## config.mk

```make
export PLATFORM = sky130hd
export DESIGN_NAME = two_channel_rms_meter
export DESIGN_NICKNAME = d
export VERILOG_FILES = /design/src/hdl/trm_pkg.sv /design/src/hdl/trm_lane.sv /design/src/hdl/trm_merge.sv /design/src/hdl/two_channel_rms_meter.sv
export SDC_FILE = /design/constraint.sdc
export NUM_CORES = 2
export LEC_CHECK = 0
export BUFFER_PORTS_ARGS = -buffer_cell sky130_fd_sc_hd__buf_2
export CORE_MARGIN = 8
export CORE_UTILIZATION = 65
export CTS_BUF_LIST = sky130_fd_sc_hd__clkbuf_4
export CTS_CLUSTER_SIZE = 10
export DETAILED_ROUTE_END_ITERATION = 8
export HOLD_SLACK_MARGIN = 0.08
export PLACE_DENSITY = 0.91
export SYNTH_ARGS = -nofsm -noshare
export SYNTH_HDL_FRONTEND = slang
export SYNTH_SLANG_ARGS = --single-unit
```

## constraint.sdc

```tcl
create_clock -name clk -period 8.6 [get_ports clk]
set_input_delay 1.29 -clock clk [delete_from_list [all_inputs] [get_ports clk]]
set_output_delay 1.29 -clock clk [all_outputs]
set_load 0.02 [all_outputs]
```

## src/hdl/trm_pkg.sv

```systemverilog
// Shared widths, codes and types of the two-channel RMS meter.
// No dependencies; every other file of the block uses this package.
`timescale 1ns / 1ps
`default_nettype none

package trm_pkg;

  localparam int SAMPLE_W   = 12;
  localparam int SUM_W      = 48;
  localparam int MULT_W     = 10;
  localparam int SDIV_W     = 8;
  localparam int MDIV_W     = 16;
  localparam int RMS_W      = 24;
  localparam int CFG_IDX_W  = 3;
  localparam int CFG_DATA_W = 16;

  localparam int PROD_W = SAMPLE_W + MULT_W;
  localparam int SQ_W   = 2 * PROD_W;
  localparam int ROOT_W = (SUM_W + 1) / 2;
  localparam int X_W    = 2 * ROOT_W;
  localparam int ACC_W  = ((SQ_W > SUM_W) ? SQ_W : SUM_W) + 1;
  localparam int CNT_W  = $clog2(X_W);

  localparam logic [SUM_W-1:0] SUM_MAX = {SUM_W{1'b1}};

  typedef enum logic [CFG_IDX_W-1:0] {
    REG_CUR_MULT = 3'd0,
    REG_CUR_DIV  = 3'd1,
    REG_VLT_MULT = 3'd2,
    REG_VLT_DIV  = 3'd3,
    REG_MEAN_DIV = 3'd4
  } cfg_reg_t;

  typedef enum logic [2:0] {
    L_IDLE,
    L_MUL,
    L_DIV,
    L_SQR,
    L_ACC,
    L_FDIV,
    L_ROOT,
    L_DONE
  } lane_state_t;

  typedef enum logic [1:0] {
    T_IDLE,
    T_RUN,
    T_HOLD
  } top_state_t;

  typedef struct packed {
    logic start;
    logic finish;
  } lane_cmd_t;

  typedef struct packed {
    logic             done;
    logic             sat;
    logic [RMS_W-1:0] rms;
  } lane_rsp_t;

endpackage

`default_nettype wire

```

## src/hdl/trm_lane.sv

```systemverilog
// One measurement lane: scale, square and accumulate a reading; on finish,
// divide the sum by the mean divisor and take its floor square root.
// Depends on trm_pkg.
`timescale 1ns / 1ps
`default_nettype none

module trm_lane (
  input  wire                          clk,
  input  wire                          rst_n,
  input  trm_pkg::lane_cmd_t           cmd,
  input  wire [trm_pkg::SAMPLE_W-1:0]  sample,
  input  wire [trm_pkg::MULT_W-1:0]    mult,
  input  wire [trm_pkg::SDIV_W-1:0]    sdiv,
  input  wire [trm_pkg::MDIV_W-1:0]    mdiv,
  output trm_pkg::lane_rsp_t           rsp
);
  import trm_pkg::*;

  lane_state_t        state_r, state_nxt;
  logic [SUM_W-1:0]   sum_r;
  logic               sat_r;
  logic               sat_rep_r;
  logic [PROD_W-1:0]  prod_r;
  logic [X_W-1:0]     quo_r;
  logic [MDIV_W-1:0]  rem_r;
  logic [MDIV_W-1:0]  dvs_r;
  logic [SQ_W-1:0]    sq_r;
  logic [ROOT_W-1:0]  root_r;
  logic [ROOT_W:0]    srem_r;
  logic [CNT_W-1:0]   cnt_r;

  logic [SDIV_W-1:0]  sdiv_eff;
  logic [MDIV_W-1:0]  mdiv_eff;
  logic [MDIV_W:0]    dshift;
  logic [MDIV_W:0]    ddiff;
  logic               dge;
  logic [ROOT_W+2:0]  rshift;
  logic [ROOT_W+2:0]  rtrial;
  logic [ROOT_W+2:0]  rdiff;
  logic               rge;
  logic [PROD_W-1:0]  qv;
  logic [ACC_W-1:0]   acc_sum;
  logic               ovf;
  logic               last;

  // zero divisors pass the value undivided
  assign sdiv_eff = (sdiv == '0) ? SDIV_W'(1) : sdiv;
  assign mdiv_eff = (mdiv == '0) ? MDIV_W'(1) : mdiv;

  // restoring divide step
  assign dshift = {rem_r, quo_r[X_W-1]};
  assign ddiff  = dshift - {1'b0, dvs_r};
  assign dge    = (dshift >= {1'b0, dvs_r});

  // digit-by-digit root step, two radicand bits per cycle
  assign rshift = {srem_r, quo_r[X_W-1 -: 2]};
  assign rtrial = {1'b0, root_r, 2'b01};
  assign rdiff  = rshift - rtrial;
  assign rge    = (rshift >= rtrial);

  assign qv      = quo_r[PROD_W-1:0];
  assign acc_sum = ACC_W'(sum_r) + ACC_W'(sq_r);
  assign ovf     = (acc_sum > ACC_W'(SUM_MAX));
  assign last    = (cnt_r == '0);

  always_comb begin
    state_nxt = state_r;
    unique case (state_r)
      L_IDLE: begin
        if (cmd.start) begin
          state_nxt = cmd.finish ? L_FDIV : L_MUL;
        end
      end
      L_MUL:  state_nxt = L_DIV;
      L_DIV:  if (last) state_nxt = L_SQR;
      L_SQR:  state_nxt = L_ACC;
      L_ACC:  state_nxt = L_DONE;
      L_FDIV: if (last) state_nxt = L_ROOT;
      L_ROOT: if (last) state_nxt = L_DONE;
      L_DONE: state_nxt = L_IDLE;
      default: state_nxt = L_IDLE;
    endcase
  end

  always_comb begin
    rsp.done = (state_r == L_DONE);
    rsp.sat  = sat_rep_r;
    rsp.rms  = RMS_W'(root_r);
  end

  always_ff @(posedge clk) begin
    if (!rst_n) begin
      state_r <= L_IDLE;
      sum_r   <= '0;
      sat_r   <= 1'b0;
    end else begin
      state_r <= state_nxt;
      if (state_r == L_IDLE && cmd.start && cmd.finish) begin
        sum_r <= '0;
        sat_r <= 1'b0;
      end else if (state_r == L_ACC) begin
        sum_r <= ovf ? SUM_MAX : acc_sum[SUM_W-1:0];
        if (ovf) begin
          sat_r <= 1'b1;
        end
      end
    end
  end

  always_ff @(posedge clk) begin
    case (state_r)
      L_IDLE: begin
        if (cmd.start) begin
          if (cmd.finish) begin
            quo_r     <= X_W'(sum_r);
            rem_r     <= '0;
            dvs_r     <= mdiv_eff;
            cnt_r     <= CNT_W'(X_W - 1);
            sat_rep_r <= sat_r;
          end else begin
            prod_r <= PROD_W'(sample) * PROD_W'(mult);
            dvs_r  <= MDIV_W'(sdiv_eff);
          end
        end
      end
      L_MUL: begin
        quo_r <= X_W'(prod_r) << (X_W - PROD_W);
        rem_r <= '0;
        cnt_r <= CNT_W'(PROD_W - 1);
      end
      L_DIV, L_FDIV: begin
        rem_r <= dge ? ddiff[MDIV_W-1:0] : dshift[MDIV_W-1:0];
        quo_r <= {quo_r[X_W-2:0], dge};
        if (last) begin
          cnt_r  <= CNT_W'(ROOT_W - 1);
          srem_r <= '0;
          root_r <= '0;
        end else begin
          cnt_r <= cnt_r - 1'b1;
        end
      end
      L_SQR: begin
        sq_r <= SQ_W'(qv) * SQ_W'(qv);
      end
      L_ROOT: begin
        srem_r <= rge ? rdiff[ROOT_W:0] : rshift[ROOT_W:0];
        root_r <= {root_r[ROOT_W-2:0], rge};
        quo_r  <= quo_r << 2;
        cnt_r  <= cnt_r - 1'b1;
      end
      default: begin
      end
    endcase
  end

endmodule

`default_nettype wire

```

## src/hdl/trm_merge.sv

```systemverilog
// Merge stage: combines both lanes' roots and saturation flags into one
// result word and holds it in the output register. Depends on trm_pkg.
`timescale 1ns / 1ps
`default_nettype none

module trm_merge (
  input  wire                       clk,
  input  wire                       rst_n,
  input  wire                       load,
  input  trm_pkg::lane_rsp_t        rsp_c,
  input  trm_pkg::lane_rsp_t        rsp_v,
  output logic                      free,
  output logic                      out_valid,
  input  wire                       out_stall,
  output logic [trm_pkg::RMS_W-1:0] out_current_rms,
  output logic [trm_pkg::RMS_W-1:0] out_voltage_rms,
  output logic                      out_saturated
);
  import trm_pkg::*;

  logic             valid_r;
  logic [RMS_W-1:0] cur_r;
  logic [RMS_W-1:0] vlt_r;
  logic             sat_r;

  assign free            = !valid_r || !out_stall;
  assign out_valid       = valid_r;
  assign out_current_rms = cur_r;
  assign out_voltage_rms = vlt_r;
  assign out_saturated   = sat_r;

  always_ff @(posedge clk) begin
    if (!rst_n) begin
      valid_r <= 1'b0;
    end else if (load) begin
      valid_r <= 1'b1;
    end else if (!out_stall) begin
      valid_r <= 1'b0;
    end
  end

  always_ff @(posedge clk) begin
    if (load) begin
      cur_r <= rsp_c.rms;
      vlt_r <= rsp_v.rms;
      sat_r <= rsp_c.sat | rsp_v.sat;
    end
  end

endmodule

`default_nettype wire

```

## src/hdl/two_channel_rms_meter.sv

```systemverilog
// Top level of the two-channel RMS meter: configuration registers, the
// item sequencer, two trm_lane instances and the trm_merge output stage.
// Depends on trm_pkg, trm_lane and trm_merge.
//
// Usage:
//   Input words carry an action bit and one current and one voltage
//   reading. Action 0 adds the scaled squares to the running sums; action 1
//   closes the window and returns one result word with both RMS values and
//   the saturation flag, then clears the sums.
//   The configuration channel writes registers 0..4 (multipliers, dividers,
//   mean divisor); cfg_ready is always high, unknown indexes are dropped.
//   Both lanes run in lockstep, one item at a time.
//   Sample word: the next word is taken only after the 22-step divide of
//   the scaled reading.
//   Finish word: the result is loaded after the 48-step divide by the mean
//   divisor and the 24-step square root.
//   The output register holds a result while the receiver stalls; a later
//   item is still taken, and a finish waits only to load its own result.
//   Reset (rst_n low, synchronous) clears the sums, the flag, the output
//   valid and restores the default register values.
`timescale 1ns / 1ps
`default_nettype none

module two_channel_rms_meter (
  input  wire                            clk,
  input  wire                            rst_n,
  input  wire                            in_valid,
  output logic                           in_stall,
  input  wire                            in_action,
  input  wire [trm_pkg::SAMPLE_W-1:0]    in_current_sample,
  input  wire [trm_pkg::SAMPLE_W-1:0]    in_voltage_sample,
  output logic                           out_valid,
  input  wire                            out_stall,
  output logic [trm_pkg::RMS_W-1:0]      out_current_rms,
  output logic [trm_pkg::RMS_W-1:0]      out_voltage_rms,
  output logic                           out_saturated,
  input  wire                            cfg_valid,
  output logic                           cfg_ready,
  input  wire [trm_pkg::CFG_IDX_W-1:0]   cfg_index,
  input  wire [trm_pkg::CFG_DATA_W-1:0]  cfg_data
);
  import trm_pkg::*;

  logic [MULT_W-1:0] cur_mult_r;
  logic [SDIV_W-1:0] cur_div_r;
  logic [MULT_W-1:0] vlt_mult_r;
  logic [SDIV_W-1:0] vlt_div_r;
  logic [MDIV_W-1:0] mean_div_r;

  top_state_t state_r, state_nxt;
  logic       fin_r;
  lane_cmd_t  cmd;
  lane_rsp_t  rsp_c;
  lane_rsp_t  rsp_v;
  logic       done;
  logic       free;
  logic       load;

  assign cfg_ready = 1'b1;
  assign done      = rsp_c.done & rsp_v.done;

  always_ff @(posedge clk) begin
    if (!rst_n) begin
      cur_mult_r <= MULT_W'(10);
      cur_div_r  <= SDIV_W'(12);
      vlt_mult_r <= MULT_W'(100);
      vlt_div_r  <= SDIV_W'(165);
      mean_div_r <= MDIV_W'(5000);
    end else if (cfg_valid && cfg_ready) begin
      unique case (cfg_reg_t'(cfg_index))
        REG_CUR_MULT: cur_mult_r <= cfg_data[MULT_W-1:0];
        REG_CUR_DIV:  cur_div_r  <= cfg_data[SDIV_W-1:0];
        REG_VLT_MULT: vlt_mult_r <= cfg_data[MULT_W-1:0];
        REG_VLT_DIV:  vlt_div_r  <= cfg_data[SDIV_W-1:0];
        REG_MEAN_DIV: mean_div_r <= cfg_data[MDIV_W-1:0];
        default: begin
        end
      endcase
    end
  end

  always_comb begin
    state_nxt = state_r;
    unique case (state_r)
      T_IDLE: if (in_valid) state_nxt = T_RUN;
      T_RUN: begin
        if (done) begin
          if (!fin_r || free) begin
            state_nxt = T_IDLE;
          end else begin
            state_nxt = T_HOLD;
          end
        end
      end
      T_HOLD: if (free) state_nxt = T_IDLE;
      default: state_nxt = T_IDLE;
    endcase
  end

  always_comb begin
    in_stall   = (state_r != T_IDLE);
    cmd.start  = (state_r == T_IDLE) && in_valid;
    cmd.finish = in_action;
    load       = ((state_r == T_RUN) && done && fin_r && free) ||
                 ((state_r == T_HOLD) && free);
  end

  always_ff @(posedge clk) begin
    if (!rst_n) begin
      state_r <= T_IDLE;
      fin_r   <= 1'b0;
    end else begin
      state_r <= state_nxt;
      if (cmd.start) begin
        fin_r <= in_action;
      end
    end
  end

  trm_lane u_lane_cur (
    .clk    (clk),
    .rst_n  (rst_n),
    .cmd    (cmd),
    .sample (in_current_sample),
    .mult   (cur_mult_r),
    .sdiv   (cur_div_r),
    .mdiv   (mean_div_r),
    .rsp    (rsp_c)
  );

  trm_lane u_lane_vlt (
    .clk    (clk),
    .rst_n  (rst_n),
    .cmd    (cmd),
    .sample (in_voltage_sample),
    .mult   (vlt_mult_r),
    .sdiv   (vlt_div_r),
    .mdiv   (mean_div_r),
    .rsp    (rsp_v)
  );

  trm_merge u_merge (
    .clk             (clk),
    .rst_n           (rst_n),
    .load            (load),
    .rsp_c           (rsp_c),
    .rsp_v           (rsp_v),
    .free            (free),
    .out_valid       (out_valid),
    .out_stall       (out_stall),
    .out_current_rms (out_current_rms),
    .out_voltage_rms (out_voltage_rms),
    .out_saturated   (out_saturated)
  );

endmodule

`default_nettype wire

```

Word-level counts from Yosys, hierarchy flattened
Index checks and enable logic that the tools add are counted.

Flip-flop bits (word level): 613. Logic and storage cells: 204. Input bits: 49.

Reduce and logical (&&, ||, !) cells: 57. Multiply operators: 4. Magnitude comparators: 6. Eq/ne operators: 36. Add/sub/neg operators: 8. Multiplexer cells: 52. Bitwise gates (word level): 4.

Operator list (number): $pmux W48 S4 (2); $mux W48 (6); $mux W25 (4); $pmux W25 S2 (2); $add A48 B44 Y49 (2); $gt A49 B48 Y1 const B (2); $pmux W16 S3 (2); $pmux W24 S2 (2); $mul A22 B22 Y44 (2); $mux W16 (5); $ge A27 B26 Y1 (2); $sub A25 B25 Y25 (2); $mux W24 (2); $pmux W3 S8 (2); $pmux W6 S4 (2); $mul A12 B10 Y22 (2); $ge A17 B16 Y1 (2); $mux W8 (4); $sub A16 B16 Y16 (2); $eq A3 B3 Y1 const B (9); $reduce_and A3 Y1 (9); $mux W3 (8); $mux W6 (4); $reduce_and A2 Y1 (11); 26 further kinds (77).

Logic depth before layout (Yosys ltp)
Depth after elaboration: 7. Gate-level depth with buffers: 28. Gate-level depth less buffers: 27.

Hierarchy
Synthesis repeated with hierarchy kept, for this count alone.

Cells, all modules: 7061. Area, all modules: 67906.4 um^2.

Modules (own cells, without submodules): trm_lane (u_lane_vlt) (area an instance 32213.4 um^2, cells an instance 3443, times used 1); trm_lane (u_lane_cur) (area an instance 31939.4 um^2, cells an instance 3341, times used 1); two_channel_rms_meter (area an instance 2240.9 um^2, cells an instance 223, times used 1); trm_merge (area an instance 1512.7 um^2, cells an instance 54, times used 1).

Worst setup path before layout
OpenSTA, ideal clock, no wires.

Path type: reg-to-reg. Start point: register u_lane_vlt.quo_r[13]. End point: register u_lane_vlt.sq_r[42], data pin. Data required time: 8.342 ns. Path slack: 1.530 ns. Stages on the path, launching flop included: 26. Library setup time: 0.258 ns. Arrival time: 6.812 ns. Cell sequence: edfxtp_1 > clkbuf_1 > clkbuf_1 > and2_1 > fa_1 > fa_1 > inv_1 > fa_1 > inv_1 > fa_1 > fa_1 > fa_1 > fa_1 > ha_1 > clkbuf_1 > a21o_1 > a21oi_1 > o21a_1 > o211ai_1 > a31o_2 > a21o_1 > a211o_1 > o211ai_1 > nor2_1 > o21a_1 > xor2_1.

Cells in the longest elaborated chain, start to end: 1.

RTL lines: start: declaration (line trm_lane.sv:24) `logic [X_W-1:0] quo_r;`; start signal: assignment (line trm_lane.sv:115) `quo_r <= X_W'(sum_r);`; start signal: assignment (line trm_lane.sv:127) `quo_r <= X_W'(prod_r) << (X_W - PROD_W);`; start signal: assignment (line trm_lane.sv:133) `quo_r <= {quo_r[X_W-2:0], dge};`; $mul A22 B22 Y44 (line trm_lane.sv:143) `sq_r <= SQ_W'(qv) * SQ_W'(qv);`; end signal: assignment (line trm_lane.sv:143); end: declaration (line trm_lane.sv:27) `logic [SQ_W-1:0] sq_r;`.

No other way between the ends. A chain may end at the register's enable or synchronous reset.

Final worst setup path
Start point: register u_lane_vlt.quo_r[7]. End point: register u_lane_vlt.sq_r[42], data pin.

The elaborated chain is that of the path after synthesis.

==> impl_metrics.yaml <==
outcome:
  outcome: "completed"
worst_setup_path:
  max_stage_delay_ps: 1140
  required_ps: 9420
  path_cells: "inv_1 > nor2_1 > fa_1 > fa_1 > fa_1 > fa_1 > inv_1 > fa_1 > inv_1 > fa_1 > fa_1 > ha_1 > a21o_1 > a21oi_1 > o21a_1 > o211ai_1 > a31o_2 > a21o_1 > a211o_1 > o211ai_1 > nor2_1 > o21a_1 > xor2_1"
  critPathMostFrequentCell: "fa_1"
  cp-start-kind: "register"
  critPathSlowestCell: "edfxtp_1"
  crit_buf_inv: 3
  cp_max_fo: 23
  worst-endpoint-arrival_ps: 9090
  end_kind: "register"
  crit_type: "reg -> reg"
  critPathTopFamily: "adder cells"
logic_synthesis:
  synth_ff_type: "edfxtp_1"
  synthDominantCellAreaShare_pct: 24.9
  synth_area_leaders: "fa_1 25%, edfxtp_1 20%, ha_1 11%"
  syn_avg_cell_area_um2: 9.42
  yosysWarnings: 0
  syn_inst: 7186
  synth_nets: 8697
  synth_top_cell_by_area: "fa_1"
  syn_area_um2: 67700
  ys_seq_elements: 611
  async_flop_share_pct: 0
  synth_edf_count: 451
  ys_types: 95
  ys_seq_area_share_pct: 24.7
global_route:
  grt_pass1_wl_um: 276000
  grt_max_degree: 76
  grt_pass1_vias: 55700
  grt-ovfl-total: 0
  gr-usage-met2_pct: 49.0
  antenna_found_initial: 6
  use_met3_pct: 5.81
  grt.total_usage_pct: 29.0
  top_usage_layer: "met2"
  use_met1_pct: 36.1
clocking:
  clk_latency_ps: 1090
  cts_setup_buffers: 0
  cts_tree: "done"
  cts_root_buffer: "clkbuf_4"
  cts_resized: 0
  cts_buffers: 153
  clk_pin_slew_ps: 70
  htreeDepth: 4
  ctsLongestPathBuffers: 3
  cts_sinks: 611
  cts_hold_buf: 0
die:
  core_um2: 103000
  chipWidth_um: 339
  io_pins: 101
  die-area_um2: 115000
  initial_core_util_pct: 65.4
  die_h_um: 339
  num_rows: 118
final_layout:
  layout_common_cells: "1236 x inv_1, 842 x fa_1, 734 x nand2_1, 620 x ha_1, 451 x edfxtp_1"
  area_delta_synth_final_pct: 5.72
  layout-drive-gt1-share_pct: 7.04
  final_cells: 8731
  layout_commonest_cell: "inv_1"
  fin_nets: 8728
drt:
  drcViolationCount: 0
  routed_via_density: 6.10
  drt_iter0_markers: 5366
  wl_per_cell_um: 19.2
  ant_nets: 0
  first_pass_iters: 7
  wl_um: 168000
  vias: 53200
timing:
  max_freq_mhz: 121
  slew_viol_final: 0
  finalHoldViolCount: 0
  final.setup.tns_ps: 0
  finalSetupViolCount: 0
  grt_setup_unrepaired: "no"
  fin_crit_sh_pct: 96.2
  layout_setup_ws_ps: 328
  maxSlewHeadroom_pct: 18.3
  fin_crit_ps: 8270
  fin_skew_ps: 80.6
  worst_pin_slew_ps: 1220
placed_design:
  dp_hpwl_um: 127000
  pre_cts_slack_ps: 582
  dp_cells: 8442
  gp_congestion: 0.918
  port-buffer-count: 99
job:
  drv_cap: 0
worst_hold_path:
  hp-class: "reg -> reg"
==> path summary, 6_finish.rpt <==
path | startpoint | end | slack (ps) | cells after the start
worst max-delay path | u_lane_vlt.quo_r[7] | u_lane_vlt.sq_r[42] | 330 | 23
worst min-delay path | u_lane_cur.sat_r | u_lane_cur.sat_rep_r | 440 | 0
worst max register to register | u_lane_vlt.quo_r[7] | u_lane_vlt.sq_r[42] | 330 | 23
worst min register to register | u_lane_cur.sat_r | u_lane_cur.sat_rep_r | 440 | 0
==> layer usage <==
layer	up-vias	routed length, um	part of all wire (%)
met3	650	16000	9.5
li1	23800	-	-
met2	2871	81500	49
met4	2	7830	4.7
met1	25900	62600	37
met5	-	20	0.012
==> through the flow <==
step | util (%) | hold WS (ps) | cell area, um^2
floorplan | - | 409 | 67700
global placement | 67.2 | 416 | 69500
detailed placement | 67.2 | 422 | 69500
CTS | 69.2 | 419 | 71600
global route | 69.2 | 450 | 71600
finish | 69.2 | 440 | 71600
==> kinds of logic after synthesis <==
logic type                 synth area share [%]
AOI/OAI and AO/OA                          12.8
xor gates and xnor gates                   3.82
adders and majority gates                  36.4
buffers and inverters                      8.69
DFF                                        24.7
muxes                                     0.817
other                                   0.00554
and+or+nand+nor                            12.8
==> synth_stat cells (17+ instances only) <==
library cell / instances
o211ai_1: 21
nor2b_1: 55
xnor2_1: 187
inv_1: 1236
and3_1: 32
nor3_1: 109
a211oi_1: 34
nand3_1: 69
o21bai_1: 29
o21ai_0: 310
a21o_1: 147
xor2_1: 108
a21oi_1: 352
a22oi_1: 84
edfxtp_1: 451
nand2b_1: 28
nand2_1: 737
mux2i_1: 53
o21a_1: 30
ha_1: 620
fa_1: 842
nor2_1: 448
and2_1: 292
a21boi_0: 54
a221oi_1: 91
or2_2: 17
a31oi_1: 35
dfxtp_1: 160
nand4_1: 39
clkbuf_1: 281
==> area by class of cell <==
cell class	instances	area, um^2
diodes	7	17.5
clock buffers	227	1700
clock inverters	55	352
fillers	7148	31900
inverters	1239	4650
multi-input cells	5027	45300
flip-flops and latches	611	16700
well taps	1380	1730
repair buffers	185	1140
==> state kept, by name, summed over array words and instances, names as in the netlist, 8 cells and up <==
| signal | cells |
|---|---|
| u_lane_vlt.prod_r | 22 |
| u_lane_vlt.sq_r | 43 |
| u_lane_vlt.rem_r | 16 |
| u_lane_cur.rem_r | 16 |
| u_lane_cur.root_r | 24 |
| u_lane_cur.dvs_r | 16 |
| vlt_mult_r | 10 |
| cur_mult_r | 10 |
| u_lane_cur.sq_r | 43 |
| u_lane_vlt.dvs_r | 16 |
| cur_div_r | 8 |
| vlt_div_r | 8 |
| u_lane_vlt.quo_r | 48 |
| u_merge.out_current_rms | 24 |
| u_lane_vlt.sum_r | 48 |
| u_merge.out_voltage_rms | 24 |
| u_lane_cur.quo_r | 48 |
| u_lane_vlt.root_r | 24 |
| u_lane_cur.srem_r | 25 |
| u_lane_cur.prod_r | 22 |
| u_lane_cur.sum_r | 48 |
| mean_div_r | 16 |
| u_lane_vlt.srem_r | 25 |
Power is left out: the tool's default activity adds up to more than one toggle a clock period on the data nets, which glitch-free logic cannot reach.
